===== src/rtl/i2crts_pkg.sv =====
// Package for the I2C register transaction sequencer.
// Holds the phase type, status codes, request/state/result structs and sizing constants.
// No dependencies.
`timescale 1ns / 1ps

package i2crts_pkg;

    // Sizing constants.
    localparam int REG_ADDR_BYTES_MAX = 4;
    localparam int LENGTH_WIDTH       = 16;
    localparam int S_TDATA_WIDTH      = 88;
    localparam int M_TDATA_WIDTH      = 32;

    // Request kinds carried on s_tuser.
    localparam logic FUNC_START = 1'b0;
    localparam logic FUNC_EVENT = 1'b1;

    // Controller status codes.
    localparam logic [7:0] ST_START_SENT   = 8'h08;
    localparam logic [7:0] ST_RSTART_SENT  = 8'h10;
    localparam logic [7:0] ST_WADDR_ACK    = 8'h18;
    localparam logic [7:0] ST_WADDR_NACK   = 8'h20;
    localparam logic [7:0] ST_DATA_ACK     = 8'h28;
    localparam logic [7:0] ST_DATA_NACK    = 8'h30;
    localparam logic [7:0] ST_RADDR_ACK    = 8'h40;
    localparam logic [7:0] ST_RADDR_NACK   = 8'h48;
    localparam logic [7:0] ST_RX_ACK       = 8'h50;
    localparam logic [7:0] ST_RX_NACK      = 8'h58;

    // Sequencer phase.
    typedef enum logic [3:0] {
        PH_IDLE   = 4'd0,
        PH_START  = 4'd1,
        PH_ADDR   = 4'd2,
        PH_REG    = 4'd3,
        PH_WDATA  = 4'd4,
        PH_RSTART = 4'd5,
        PH_RADDR  = 4'd6,
        PH_RX     = 4'd7
    } phase_t;

    // One input request.
    typedef struct packed {
        logic        func;
        logic [7:0]  dev_addr;
        logic [31:0] reg_addr;
        logic [2:0]  reg_bytes;
        logic        is_read;
        logic [15:0] length;
        logic [7:0]  status;
        logic [7:0]  rx_data;
        logic [7:0]  tx_data;
    } item_t;

    // Transaction state.
    typedef struct packed {
        phase_t                  phase;
        logic [7:0]              device_byte;
        logic [31:0]             register_address;
        logic [2:0]              register_bytes_left;
        logic                    read_mode;
        logic [LENGTH_WIDTH-1:0] bytes_left;
    } state_t;

    // One result request.
    typedef struct packed {
        logic       load_data;
        logic [7:0] tx_byte;
        logic       set_start;
        logic       set_stop;
        logic       clear_int;
        logic       clear_start;
        logic       set_ack;
        logic       clear_ack;
        logic       read_valid;
        logic [7:0] rx_byte;
        logic       done_res;
        logic       failed;
    } result_t;

endpackage


===== src/rtl/i2crts_step.sv =====
// Next-state and result logic of the I2C register transaction sequencer.
// Purely combinational; one request in, at most one result out.
// Depends on i2crts_pkg.
`timescale 1ns / 1ps

module i2crts_step (
    input  i2crts_pkg::state_t  state_cur,
    input  i2crts_pkg::item_t   item,
    output i2crts_pkg::state_t  state_nxt,
    output logic                res_valid,
    output i2crts_pkg::result_t res
);

    logic [1:0] reg_idx;
    logic [7:0] reg_byte;
    logic [2:0] rb_clamped;

    // Register address byte selected by the remaining count, most significant first.
    assign reg_idx  = state_cur.register_bytes_left[1:0] - 2'd1;
    assign reg_byte = state_cur.register_address[{reg_idx, 3'b000} +: 8];

    // Clamp the register byte count to one through the maximum.
    always_comb begin
        rb_clamped = item.reg_bytes;
        if (item.reg_bytes == 3'd0) begin
            rb_clamped = 3'd1;
        end else if (item.reg_bytes > 3'(i2crts_pkg::REG_ADDR_BYTES_MAX)) begin
            rb_clamped = 3'(i2crts_pkg::REG_ADDR_BYTES_MAX);
        end
    end

    // Sequencer step.
    always_comb begin
        state_nxt = state_cur;
        res       = '0;
        res_valid = 1'b0;

        if (item.func == i2crts_pkg::FUNC_START) begin
            if (state_cur.phase == i2crts_pkg::PH_IDLE) begin
                state_nxt.device_byte         = {item.dev_addr[7:1], 1'b0};
                state_nxt.register_address    = item.reg_addr;
                state_nxt.register_bytes_left = rb_clamped;
                state_nxt.read_mode           = item.is_read;
                state_nxt.bytes_left          = i2crts_pkg::LENGTH_WIDTH'(item.length);
                state_nxt.phase               = i2crts_pkg::PH_START;
                res.set_start                 = 1'b1;
                res_valid                     = 1'b1;
            end
        end else begin
            case (state_cur.phase)
                i2crts_pkg::PH_START: begin
                    if (item.status == i2crts_pkg::ST_START_SENT) begin
                        res.load_data   = 1'b1;
                        res.tx_byte     = state_cur.device_byte;
                        res.clear_int   = 1'b1;
                        res.clear_start = 1'b1;
                        res_valid       = 1'b1;
                        state_nxt.phase = i2crts_pkg::PH_ADDR;
                    end
                end
                i2crts_pkg::PH_ADDR: begin
                    if (item.status == i2crts_pkg::ST_WADDR_NACK) begin
                        res.set_stop    = 1'b1;
                        res.clear_int   = 1'b1;
                        res.failed      = 1'b1;
                        res_valid       = 1'b1;
                        state_nxt.phase = i2crts_pkg::PH_IDLE;
                    end else if (item.status == i2crts_pkg::ST_WADDR_ACK) begin
                        res.load_data   = 1'b1;
                        res.tx_byte     = reg_byte;
                        res.clear_int   = 1'b1;
                        res_valid       = 1'b1;
                        state_nxt.register_bytes_left = state_cur.register_bytes_left - 3'd1;
                        state_nxt.phase = i2crts_pkg::PH_REG;
                    end
                end
                i2crts_pkg::PH_REG: begin
                    if (item.status == i2crts_pkg::ST_DATA_NACK) begin
                        res.set_stop    = 1'b1;
                        res.clear_int   = 1'b1;
                        res.failed      = 1'b1;
                        res_valid       = 1'b1;
                        state_nxt.phase = i2crts_pkg::PH_IDLE;
                    end else if (item.status == i2crts_pkg::ST_DATA_ACK) begin
                        res_valid = 1'b1;
                        if (state_cur.register_bytes_left != 3'd0) begin
                            res.load_data = 1'b1;
                            res.tx_byte   = reg_byte;
                            res.clear_int = 1'b1;
                            state_nxt.register_bytes_left =
                                state_cur.register_bytes_left - 3'd1;
                        end else if (state_cur.bytes_left == '0) begin
                            // Nothing to transfer after the register address.
                            res.set_stop    = 1'b1;
                            res.clear_int   = 1'b1;
                            res.done_res    = 1'b1;
                            state_nxt.phase = i2crts_pkg::PH_IDLE;
                        end else if (state_cur.read_mode) begin
                            res.set_start   = 1'b1;
                            res.clear_int   = 1'b1;
                            state_nxt.phase = i2crts_pkg::PH_RSTART;
                        end else begin
                            res.load_data        = 1'b1;
                            res.tx_byte          = item.tx_data;
                            res.clear_int        = 1'b1;
                            state_nxt.bytes_left = state_cur.bytes_left -
                                                   i2crts_pkg::LENGTH_WIDTH'(1);
                            state_nxt.phase      = i2crts_pkg::PH_WDATA;
                        end
                    end
                end
                i2crts_pkg::PH_WDATA: begin
                    if (item.status == i2crts_pkg::ST_DATA_NACK) begin
                        res.set_stop    = 1'b1;
                        res.clear_int   = 1'b1;
                        res.failed      = 1'b1;
                        res_valid       = 1'b1;
                        state_nxt.phase = i2crts_pkg::PH_IDLE;
                    end else if (item.status == i2crts_pkg::ST_DATA_ACK) begin
                        res_valid = 1'b1;
                        if (state_cur.bytes_left == '0) begin
                            res.set_stop    = 1'b1;
                            res.clear_int   = 1'b1;
                            res.done_res    = 1'b1;
                            state_nxt.phase = i2crts_pkg::PH_IDLE;
                        end else begin
                            res.load_data        = 1'b1;
                            res.tx_byte          = item.tx_data;
                            res.clear_int        = 1'b1;
                            state_nxt.bytes_left = state_cur.bytes_left -
                                                   i2crts_pkg::LENGTH_WIDTH'(1);
                        end
                    end
                end
                i2crts_pkg::PH_RSTART: begin
                    if (item.status == i2crts_pkg::ST_RSTART_SENT) begin
                        res.load_data   = 1'b1;
                        res.tx_byte     = {state_cur.device_byte[7:1], 1'b1};
                        res.clear_int   = 1'b1;
                        res.clear_start = 1'b1;
                        res_valid       = 1'b1;
                        state_nxt.phase = i2crts_pkg::PH_RADDR;
                    end
                end
                i2crts_pkg::PH_RADDR: begin
                    if (item.status == i2crts_pkg::ST_RADDR_NACK) begin
                        res.set_stop    = 1'b1;
                        res.clear_int   = 1'b1;
                        res.failed      = 1'b1;
                        res_valid       = 1'b1;
                        state_nxt.phase = i2crts_pkg::PH_IDLE;
                    end else if (item.status == i2crts_pkg::ST_RADDR_ACK) begin
                        // A single-byte read NACKs its only byte.
                        if (state_cur.bytes_left <= i2crts_pkg::LENGTH_WIDTH'(1)) begin
                            res.clear_ack = 1'b1;
                        end else begin
                            res.set_ack = 1'b1;
                        end
                        res.clear_int   = 1'b1;
                        res_valid       = 1'b1;
                        state_nxt.phase = i2crts_pkg::PH_RX;
                    end
                end
                i2crts_pkg::PH_RX: begin
                    if (item.status == i2crts_pkg::ST_RX_NACK) begin
                        // Final byte ends the read even if more were expected.
                        res.read_valid       = 1'b1;
                        res.rx_byte          = item.rx_data;
                        res.set_stop         = 1'b1;
                        res.clear_int        = 1'b1;
                        res.done_res         = 1'b1;
                        res_valid            = 1'b1;
                        state_nxt.bytes_left = '0;
                        state_nxt.phase      = i2crts_pkg::PH_IDLE;
                    end else if (item.status == i2crts_pkg::ST_RX_ACK) begin
                        res.read_valid = 1'b1;
                        res.rx_byte    = item.rx_data;
                        res.clear_int  = 1'b1;
                        res_valid      = 1'b1;
                        if (state_cur.bytes_left != '0) begin
                            state_nxt.bytes_left = state_cur.bytes_left -
                                                   i2crts_pkg::LENGTH_WIDTH'(1);
                        end
                        if (state_nxt.bytes_left <= i2crts_pkg::LENGTH_WIDTH'(1)) begin
                            res.clear_ack = 1'b1;
                        end
                    end
                end
                default: begin
                    // Idle: events are ignored.
                end
            endcase
        end
    end

endmodule


===== src/rtl/i2c_register_transaction_sequencer.sv =====
// Top level of the I2C register transaction sequencer.
// Input register, transaction state register and output register around i2crts_step.
// Depends on i2crts_pkg and i2crts_step.
//
// Usage:
//   The slave channel (s_*) takes start requests (s_tuser = 0) that latch the device
//   address, register address, register byte count, direction and length, and
//   controller status events (s_tuser = 1) carrying status, rx_data and tx_data.
//   The master channel (m_*) returns at most one command request per input request:
//   controller strobes, the byte to load, a received byte (m_tuser = 1) and the
//   done/failed flags. Requests that cause no command produce nothing on m_*.
//   From acceptance on s_* a request passes the input register, then the step logic
//   into the output register, which drives m_tvalid. Throughput is one request per
//   cycle while the receiver does not stall; the step logic updates the state register
//   in the same cycle it reads it, so consecutive requests need no gap.
//   When the receiver stalls, the output register holds its request; the input
//   register keeps one more request and then s_tready drops until m_tready returns.
//   Reset (aresetn low, synchronous) empties both registers and returns the sequence
//   to idle with all latched transaction fields cleared.
`timescale 1ns / 1ps

module i2c_register_transaction_sequencer (
    input  logic        aclk,
    input  logic        aresetn,
    // Input channel.
    input  logic        s_tvalid,
    output logic        s_tready,
    // s_tdata from bit 0: dev_addr[7:0], reg_addr[39:8], reg_bytes[42:40],
    // is_read[43], length[59:44], status[67:60], rx_data[75:68], tx_data[83:76],
    // zero padding[87:84].
    input  logic [i2crts_pkg::S_TDATA_WIDTH-1:0] s_tdata,
    // s_tuser from bit 0: func.
    input  logic        s_tuser,
    // Result channel.
    output logic        m_tvalid,
    input  logic        m_tready,
    // m_tdata from bit 0: load_data[0], tx_byte[8:1], set_start[9], set_stop[10],
    // clear_int[11], clear_start[12], set_ack[13], clear_ack[14], rx_byte[22:15],
    // done_res[23], failed[24], zero padding[31:25].
    output logic [i2crts_pkg::M_TDATA_WIDTH-1:0] m_tdata,
    // m_tuser from bit 0: read_valid.
    output logic        m_tuser
);

    i2crts_pkg::item_t   item_in;
    i2crts_pkg::item_t   item_reg;
    logic                in_valid_reg;
    i2crts_pkg::state_t  state_reg;
    i2crts_pkg::state_t  state_next;
    i2crts_pkg::result_t res;
    logic                res_valid;
    i2crts_pkg::result_t out_reg;
    logic                out_valid_reg;
    logic                out_free;
    logic                fire;

    // Unpack the incoming request.
    assign item_in.func      = s_tuser;
    assign item_in.dev_addr  = s_tdata[7:0];
    assign item_in.reg_addr  = s_tdata[39:8];
    assign item_in.reg_bytes = s_tdata[42:40];
    assign item_in.is_read   = s_tdata[43];
    assign item_in.length    = s_tdata[59:44];
    assign item_in.status    = s_tdata[67:60];
    assign item_in.rx_data   = s_tdata[75:68];
    assign item_in.tx_data   = s_tdata[83:76];

    // Handshake: the held request advances when the output register has room.
    assign out_free = !out_valid_reg || m_tready;
    assign fire     = in_valid_reg && out_free;
    assign s_tready = !in_valid_reg || fire;

    // Step logic.
    i2crts_step u_step (
        .state_cur (state_reg),
        .item      (item_reg),
        .state_nxt (state_next),
        .res_valid (res_valid),
        .res       (res)
    );

    // Input register.
    always_ff @(posedge aclk) begin
        if (!aresetn) begin
            in_valid_reg <= 1'b0;
        end else if (s_tready) begin
            in_valid_reg <= s_tvalid;
        end
        if (s_tready) begin
            item_reg <= item_in;
        end
    end

    // Transaction state register.
    always_ff @(posedge aclk) begin
        if (!aresetn) begin
            state_reg.phase               <= i2crts_pkg::PH_IDLE;
            state_reg.device_byte         <= '0;
            state_reg.register_address    <= '0;
            state_reg.register_bytes_left <= '0;
            state_reg.read_mode           <= 1'b0;
            state_reg.bytes_left          <= '0;
        end else if (fire) begin
            state_reg <= state_next;
        end
    end

    // Output register.
    always_ff @(posedge aclk) begin
        if (!aresetn) begin
            out_valid_reg <= 1'b0;
        end else if (fire && res_valid) begin
            out_valid_reg <= 1'b1;
        end else if (m_tready) begin
            out_valid_reg <= 1'b0;
        end
        if (fire && res_valid) begin
            out_reg <= res;
        end
    end

    // Pack the result.
    assign m_tvalid = out_valid_reg;
    assign m_tuser  = out_reg.read_valid;
    assign m_tdata  = {7'd0, out_reg.failed, out_reg.done_res, out_reg.rx_byte,
                       out_reg.clear_ack, out_reg.set_ack, out_reg.clear_start,
                       out_reg.clear_int, out_reg.set_stop, out_reg.set_start,
                       out_reg.tx_byte, out_reg.load_data};

endmodule


===== config.mk =====
export PLATFORM = sky130hd
export DESIGN_NAME = i2c_register_transaction_sequencer
export DESIGN_NICKNAME = d
export VERILOG_FILES = /design/src/rtl/i2crts_pkg.sv /design/src/rtl/i2crts_step.sv /design/src/rtl/i2c_register_transaction_sequencer.sv
export SDC_FILE = /design/constraint.sdc
export NUM_CORES = 1
export LEC_CHECK = 0
export BUFFER_PORTS_ARGS = -buffer_cell sky130_fd_sc_hd__buf_2
export CORE_UTILIZATION = 36
export DETAILED_ROUTE_END_ITERATION = 12
export GPL_TIMING_DRIVEN = 0
export PLACE_DENSITY = 0.56
export SLEW_MARGIN = 20
export SYNTH_ARGS = -nofsm -noshare
export SYNTH_HDL_FRONTEND = slang
export SYNTH_SLANG_ARGS = --single-unit
export TNS_END_PERCENT = 10

===== constraint.sdc =====
create_clock -name aclk -period 4.2 [get_ports aclk]
set_clock_uncertainty 0.05 [all_clocks]
set_input_delay 0.21 -clock aclk [delete_from_list [all_inputs] [get_ports aclk]]
set_output_delay 0.21 -clock aclk [all_outputs]
set_load 0.03 [all_outputs]

==> flow_summary_export.csv, run 1 <==
group,metric,value,unit
status,status,"finished clean",
sta,timing.final.ws_setup,933,ps
power,p_leak,0.00388,uW
clock_tree,cts_max_path_buffers,2,
sta,rsz0062_at_grt,"false",
layout,drive_above_1_share,23.0,%
worst_setup_path,path_max_fanout,9,
logic_synthesis,netlist_instances,704,
die,start_util,37.2,%
layout,n_fill_cell,1954,
route,route.detailed.drc,0,
die,coreArea,21200,um^2
worst_setup_path,cp-start-kind,"flip-flop",
sta,slew_violations,0,
die,ios,128,
worst_setup_path,end_kind,"flip-flop",
clock_tree,cts_buffers,17,
placement,dp_slack,892,ps
clock_tree,root_buffer,"clkbuf_16",
layout,finalInstanceArea,10400,um^2
die,dieArea,22500,um^2
logic_synthesis,synth_seq_area_share,58.1,%
logic_synthesis,synth-edff-count,110,
power,power_density,385,nW/um^2
clock_tree,cts_tree,"built",
route,wl,20.8,mm
power,vdd_drop_max,224,uV
route,drt-pass1-iter-count,5,
layout,diodes,0,
sta,relSlewSlack,43.8,%
logic_synthesis,synth_area_leaders,"edfxtp_1 (42%), dfxtp_1 (16%), nand2_1 (5.7%)",
sta,fmax,306,MHz
worst_setup_path,critPathKind,"reg -> reg",
sta,fin_crit,3270,ps
sta,tightest_slew,843,ps
die,die_y,150,um
placement,placed_area,8900,um^2
logic_synthesis,synth-async-reset-ratio,0,%
global_route,grt_max_degree,48,
sta,hold_viol,0,
global_route,grt_pass1_wl,32.3,mm
route,antenna_left,0,
die,die_width,150,um
logic_synthesis,ys_warn_count,0,
clock_tree,post_cts_buffers,0,
die,rows,53,
route,drt_iter0_drc,516,
clock_tree,cts_repair_resize_count,0,
global_route,grt_pass1_vias,5921,
logic_synthesis,yosysTopAreaCellShare,41.9,%
clock_tree,clock_sinks,174,
logic_synthesis,yosysTopAreaCell,"edfxtp_1",
flow_run,max_cap_violations,0,
global_route,antenna_found_initial,0,
route,viasPerCell,5.19,
logic_synthesis,avgSynthCellArea,11.2,um^2
global_route,track_usage,18.9,%
route,wl_per_cell,17.1,um
worst_setup_path,worstPathRequired,4320,ps
placement,hpwl,14.0,mm
worst_hold_path,holdCritPathClass,"in -> reg",
sta,fin_crit_sh,77.8,%
clock_tree,htreeDepth,4,
worst_setup_path,arrival,3390,ps
sta,setup_viol,0,
global_route,overflow,0,
layout,nNetsFinal,1028,
placement,portBuffers,114,
clock_tree,clk_latency,430,ps
layout,syn_to_final_growth,31.3,%
clock_tree,clk_pin_slew,70,ps
logic_synthesis,synthFlopType,"edfxtp_1",
logic_synthesis,ys_types,83,
logic_synthesis,synthesis.area,7890,um^2
route,vias,6323,
logic_synthesis,synth-seq-cells,174,
placement,gp_congestion,0.904,
layout,largest_reg_flops,84,
## routing by layer
layer	wire length [um]	global-route usage (%)
met1	9860	27.0
met2	9530	28.9
met3	1140	3.66
met4	303	5.71
met5	0	0
## worst paths after layout
| kind | slack, ps | endpoint | depth (start not counted) | start |
|---|---|---|---|---|
| worst min-delay path | 170 | m_tvalid | 4 | m_tready |
| worst min register to register | 410 | state_reg[47] | 2 | state_reg[47] |
| worst max register to register | 930 | m_tdata[8] | 7 | state_reg[17] |
| worst max-delay path | 930 | m_tdata[8] | 7 | state_reg[17] |
## timing repair
item	in CTS	in global routing
hold buffers	85	0
endpoints found under the setup margin	0	0
endpoints found under the hold margin	85	0
## report_power, final
part | internal, uW | switching (uW) | total [uW]
clock | 821 | 771 | 1590
combinational | 204 | 271 | 474
sequential | 1880 | 37.6 | 1920
total | 2910 | 1080 | 3980
## cell type report
cell class                 count  area, um^2  share of cell area, %
tap                          275         344                   3.32
multi-input combinational    467        3010                   29.0
inverter                      14        52.6                  0.508
clock inverter                14         166                   1.61
buffer                        55         284                   2.74
timing repair buffer         201        1480                   14.3
sequential                   174        4580                   44.3
clock buffer                  18         439                   4.24
## cells by family after synthesis
family | Yosys count | share of synthesized area (%)
and+or+nand+nor | 271 | 17.4
DFF | 174 | 58.1
AOI/OAI and AO/OA | 170 | 16.4
buffers and inverters | 69 | 4.27
muxes | 10 | 2.54
adders and majority gates | 5 | 0.793
xor gates and xnor gates | 4 | 0.444
other | 1 | 0.0476
## critical path, cell delays in order, from the launching register on
cell and delay (ps):
dfxtp_1 310, clkbuf_1 560, inv_1 220, ha_1 330, buf_1 470, mux4_2 620, a222oi_1 350, nor2_1 100
## cell usage after synthesis (8+ instances only)
library cell,count
a211oi_1,11
a21oi_1,63
a22oi_1,8
and2_1,13
buf_2,11
buf_4,9
clkbuf_1,30
dfxtp_1,64
edfxtp_1,110
inv_1,12
mux4_2,8
nand2_1,119
nand3_1,12
nand4_1,8
nor2_1,43
nor2b_1,9
nor3_1,15
o21ai_0,10
o32ai_2,9
## through the flow
| stage | total power, uW | setup TNS, ps | hold WS (ps) | utilization, % | cells |
|---|---|---|---|---|---|
| CTS | 4010 | 0 | 172 | 48.8 | 1218 |
| global route | 4140 | 0 | 178 | 48.8 | 1218 |
| global placement | 2360 | -7630 | 336 | 41.6 | 1099 |
| floorplan | 2220 | 0 | 259 | - | 710 |
| finish | 3980 | 0 | 171 | 48.8 | 1218 |
| detailed placement | 2360 | 0 | 338 | 41.9 | 1101 |
## layout by cell type (no fill, tap or decap), types with 7 or more instances in the layout
cell type,synthesis,final
dlygate4sd3_1,0,85
nor3_1,15,15
nand2_1,119,118
buf_4,9,9
o32ai_2,9,9
conb_1,1,7
a21oi_1,63,62
clkbuf_1,30,30
nor2b_1,9,9
and2_1,13,13
o21ai_0,10,10
clkbuf_16,0,17
or3_1,7,7
a222oi_1,7,7
mux4_2,8,8
a22oi_1,8,8
dfxtp_1,64,64
a211oi_1,11,11
buf_2,11,125
nand3_1,12,12
edfxtp_1,110,110
nor2_1,43,43
inv_1,12,12
nand4_1,8,8
Note: power is estimated with default switching activity, not from simulation.
==> run 2, diff against run 1 <==
Clock period 4.2 ns to 3.25 ns, I/O delays scaled along.
==> run 2 against run 1 <==
  * Critical path depth is 3 higher
  * Global-route usage up 0.11 points
  * Cell area is 0.47% higher
  * Sequential power grew 29%
  * Sequential share of layout area down 0.20 points
  * Clock power up 32%
  * Worst hold slack lost 68 ps
  * Final cell count is essentially flat
==> flow_summary_export.csv, run 2 (synthesized netlist as in run 1, its figures left out) <==
group,metric,value,unit
status,status,"finished clean",
die,dieArea,22500,um^2
power,p_leak,0.00390,uW
die,die_width,150,um
power,power.share.switching,27.6,%
clock_tree,cts_max_path_buffers,2,
sta,fin_crit,3040,ps
power,power_frac_comb,11.7,%
layout,nNetsFinal,1029,
worst_setup_path,critPathKind,"reg -> reg",
layout,most-common-layout-cells,"buf_2 (125), nand2_1 (118), edfxtp_1 (110)",
placement,gp_congestion,0.899,
route,wl_per_cell,17.0,um
layout,drive_above_1_share,23.3,%
layout,largest_reg_flops,84,
placement,hpwl,14.2,mm
clock_tree,clk_latency,440,ps
sta,hold_viol,0,
clock_tree,clk_pin_slew,80,ps
power,vdd_drop_max,333,uV
power,p_switching,1430,uW
worst_setup_path,reg2reg_from,"state_reg[0]",
worst_setup_path,cpLargestDelayFamily,"simple AND/OR/NAND/NOR gates",
global_route,grt_max_degree,47,
route,vias,6334,
sta,fmax,329,MHz
power,pwr-share-seq,47.8,%
power,intPower,3760,uW
worst_setup_path,startpoint,"state_reg[0]",
sta,rsz0062_at_grt,"false",
placement,portBuffers,114,
global_route,track_usage,19.0,%
worst_hold_path,holdCritPathClass,"in -> reg",
route,route.detailed.drc,0,
worst_setup_path,cp-start-kind,"flip-flop",
worst_setup_path,cp_common_cell,"nor4_1",
global_route,grt_pass1_wl,32.6,mm
route,antenna_left,0,
flow_run,max_cap_violations,0,
sta,setup_viol,0,
layout,syn_to_final_growth,31.9,%
route,viasPerCell,5.20,
worst_hold_path,worstHoldStart,"m_tready",
layout,diodes,0,
clock_tree,htreeDepth,4,
placement,placed_cells,1101,
worst_setup_path,path_max_fanout,9,
die,rows,53,
clock_tree,cts_buffers,17,
power,finalPower,5190,uW
sta,fin_crit_sh,93.5,%
die,die_y,150,um
sta,hold_slack,103,ps
sta,relSlewSlack,46.3,%
global_route,grt_pass1_vias,6018,
worst_setup_path,arrival,3230,ps
worst_setup_path,critPathMaxStageDelay,420,ps
clock_tree,cts_tree,"built",
sta,tightest_slew,805,ps
route,wl,20.7,mm
layout,finalNonFillerCells,1219,
global_route,antenna_found_initial,0,
global_route,overflow,0,
layout,final_common_cell,"buf_2",
layout,n_fill_cell,1974,
route,drt_iter0_drc,483,
route,drt-pass1-iter-count,5,
die,ios,128,
power,power_density,499,nW/um^2
worst_setup_path,end_kind,"flip-flop",
die,coreArea,21200,um^2
layout,final_core_util,49.0,%
worst_setup_path,worst-path-buf-inv,3,
power,clock_power_share,40.4,%
worst_setup_path,critical_path.slowest_cell,"nor4_1",
die,start_util,37.2,%
clock_tree,root_buffer,"clkbuf_16",
worst_setup_path,worstPathRequired,3440,ps
sta,slew_violations,0,
worst_setup_path,path_cells,"buf_6, inv_1, ha_1, or3b_1, buf_2, nor4_1, xor2_1, nor4_1, a21oi_1, o32ai_1",
clock_tree,clock_sinks,174,
run 2: changes by cell type in the layout (fill, tap and decap cells not counted), sizes merged:
cell	previous run	this run
clkinv	8	11
buf	141	143
clkbuf	48	46
clkinvlp	1	0
inv	19	18
run 2: final timing paths:
path | endpoint | slack [ps] | cells past startpoint
worst max-delay path | m_tdata[14] | 210 | 10
worst min-delay path | m_tvalid | 100 | 4
worst max register to register | m_tdata[14] | 210 | 10
worst min register to register | state_reg[43] | 410 | 2
run 2: layer usage:
metal / routed length [um] / part of all wire (%) / GRT usage [%]
met5: 0 / 0 / 0
met4: 391 / 1.9 / 6.26
met3: 1090 / 5.3 / 4.02
met2: 9330 / 45 / 28.7
met1: 9910 / 48 / 27.1
run 2: worst min-delay path, cell delays in order:
cell and delay, ps:
buf_2 90, nor2b_1 100, a21oi_1 130, a211oi_1 50
run 2: through the flow:
stage / setup slack [ps] / setup TNS [ps] / instance area, um^2
4_1_cts: 118 / 0 / 10400
2_1_floorplan: -52.7 / -4430 / 7910
5_1_grt: 32.5 / 0 / 10400
6_report: 210 / 0 / 10400
3_5_place_dp: -0.246 / -0.246 / 8890
3_3_place_gp: -782 / -79200 / 8830
run 2: final cells by class:
| class | count | area (um^2) | area share, % |
|---|---|---|---|
| flip-flops and latches | 174 | 4590 | 44.1 |
| multi-input cells | 467 | 3010 | 28.9 |
| repair buffers | 203 | 1500 | 14.4 |
| clock buffers | 17 | 425 | 4.09 |
| well taps | 275 | 344 | 3.31 |
| plain buffers | 54 | 280 | 2.69 |
| clock inverters | 15 | 211 | 2.03 |
| inverters | 14 | 52.6 | 0.505 |
run 2: repair_timing:
action	CTS	global route
gates resized for setup	0	1
hold buffers	85	0
setup buffers	0	2
endpoints found under the setup margin	1	16
hold endpoints to repair	85	0
cloned	0	0
pin swaps	0	1
run 2: power groups by stage:
stage | combinational (uW) | clock (uW) | sequential, uW
final | 608 | 2100 | 2480
after global routing | 662 | 2240 | 2490
after CTS | 601 | 2150 | 2480
after detailed placement | 523 | 0 | 2530
after global placement | 522 | 0 | 2530
after floorplan | 348 | 0 | 2520
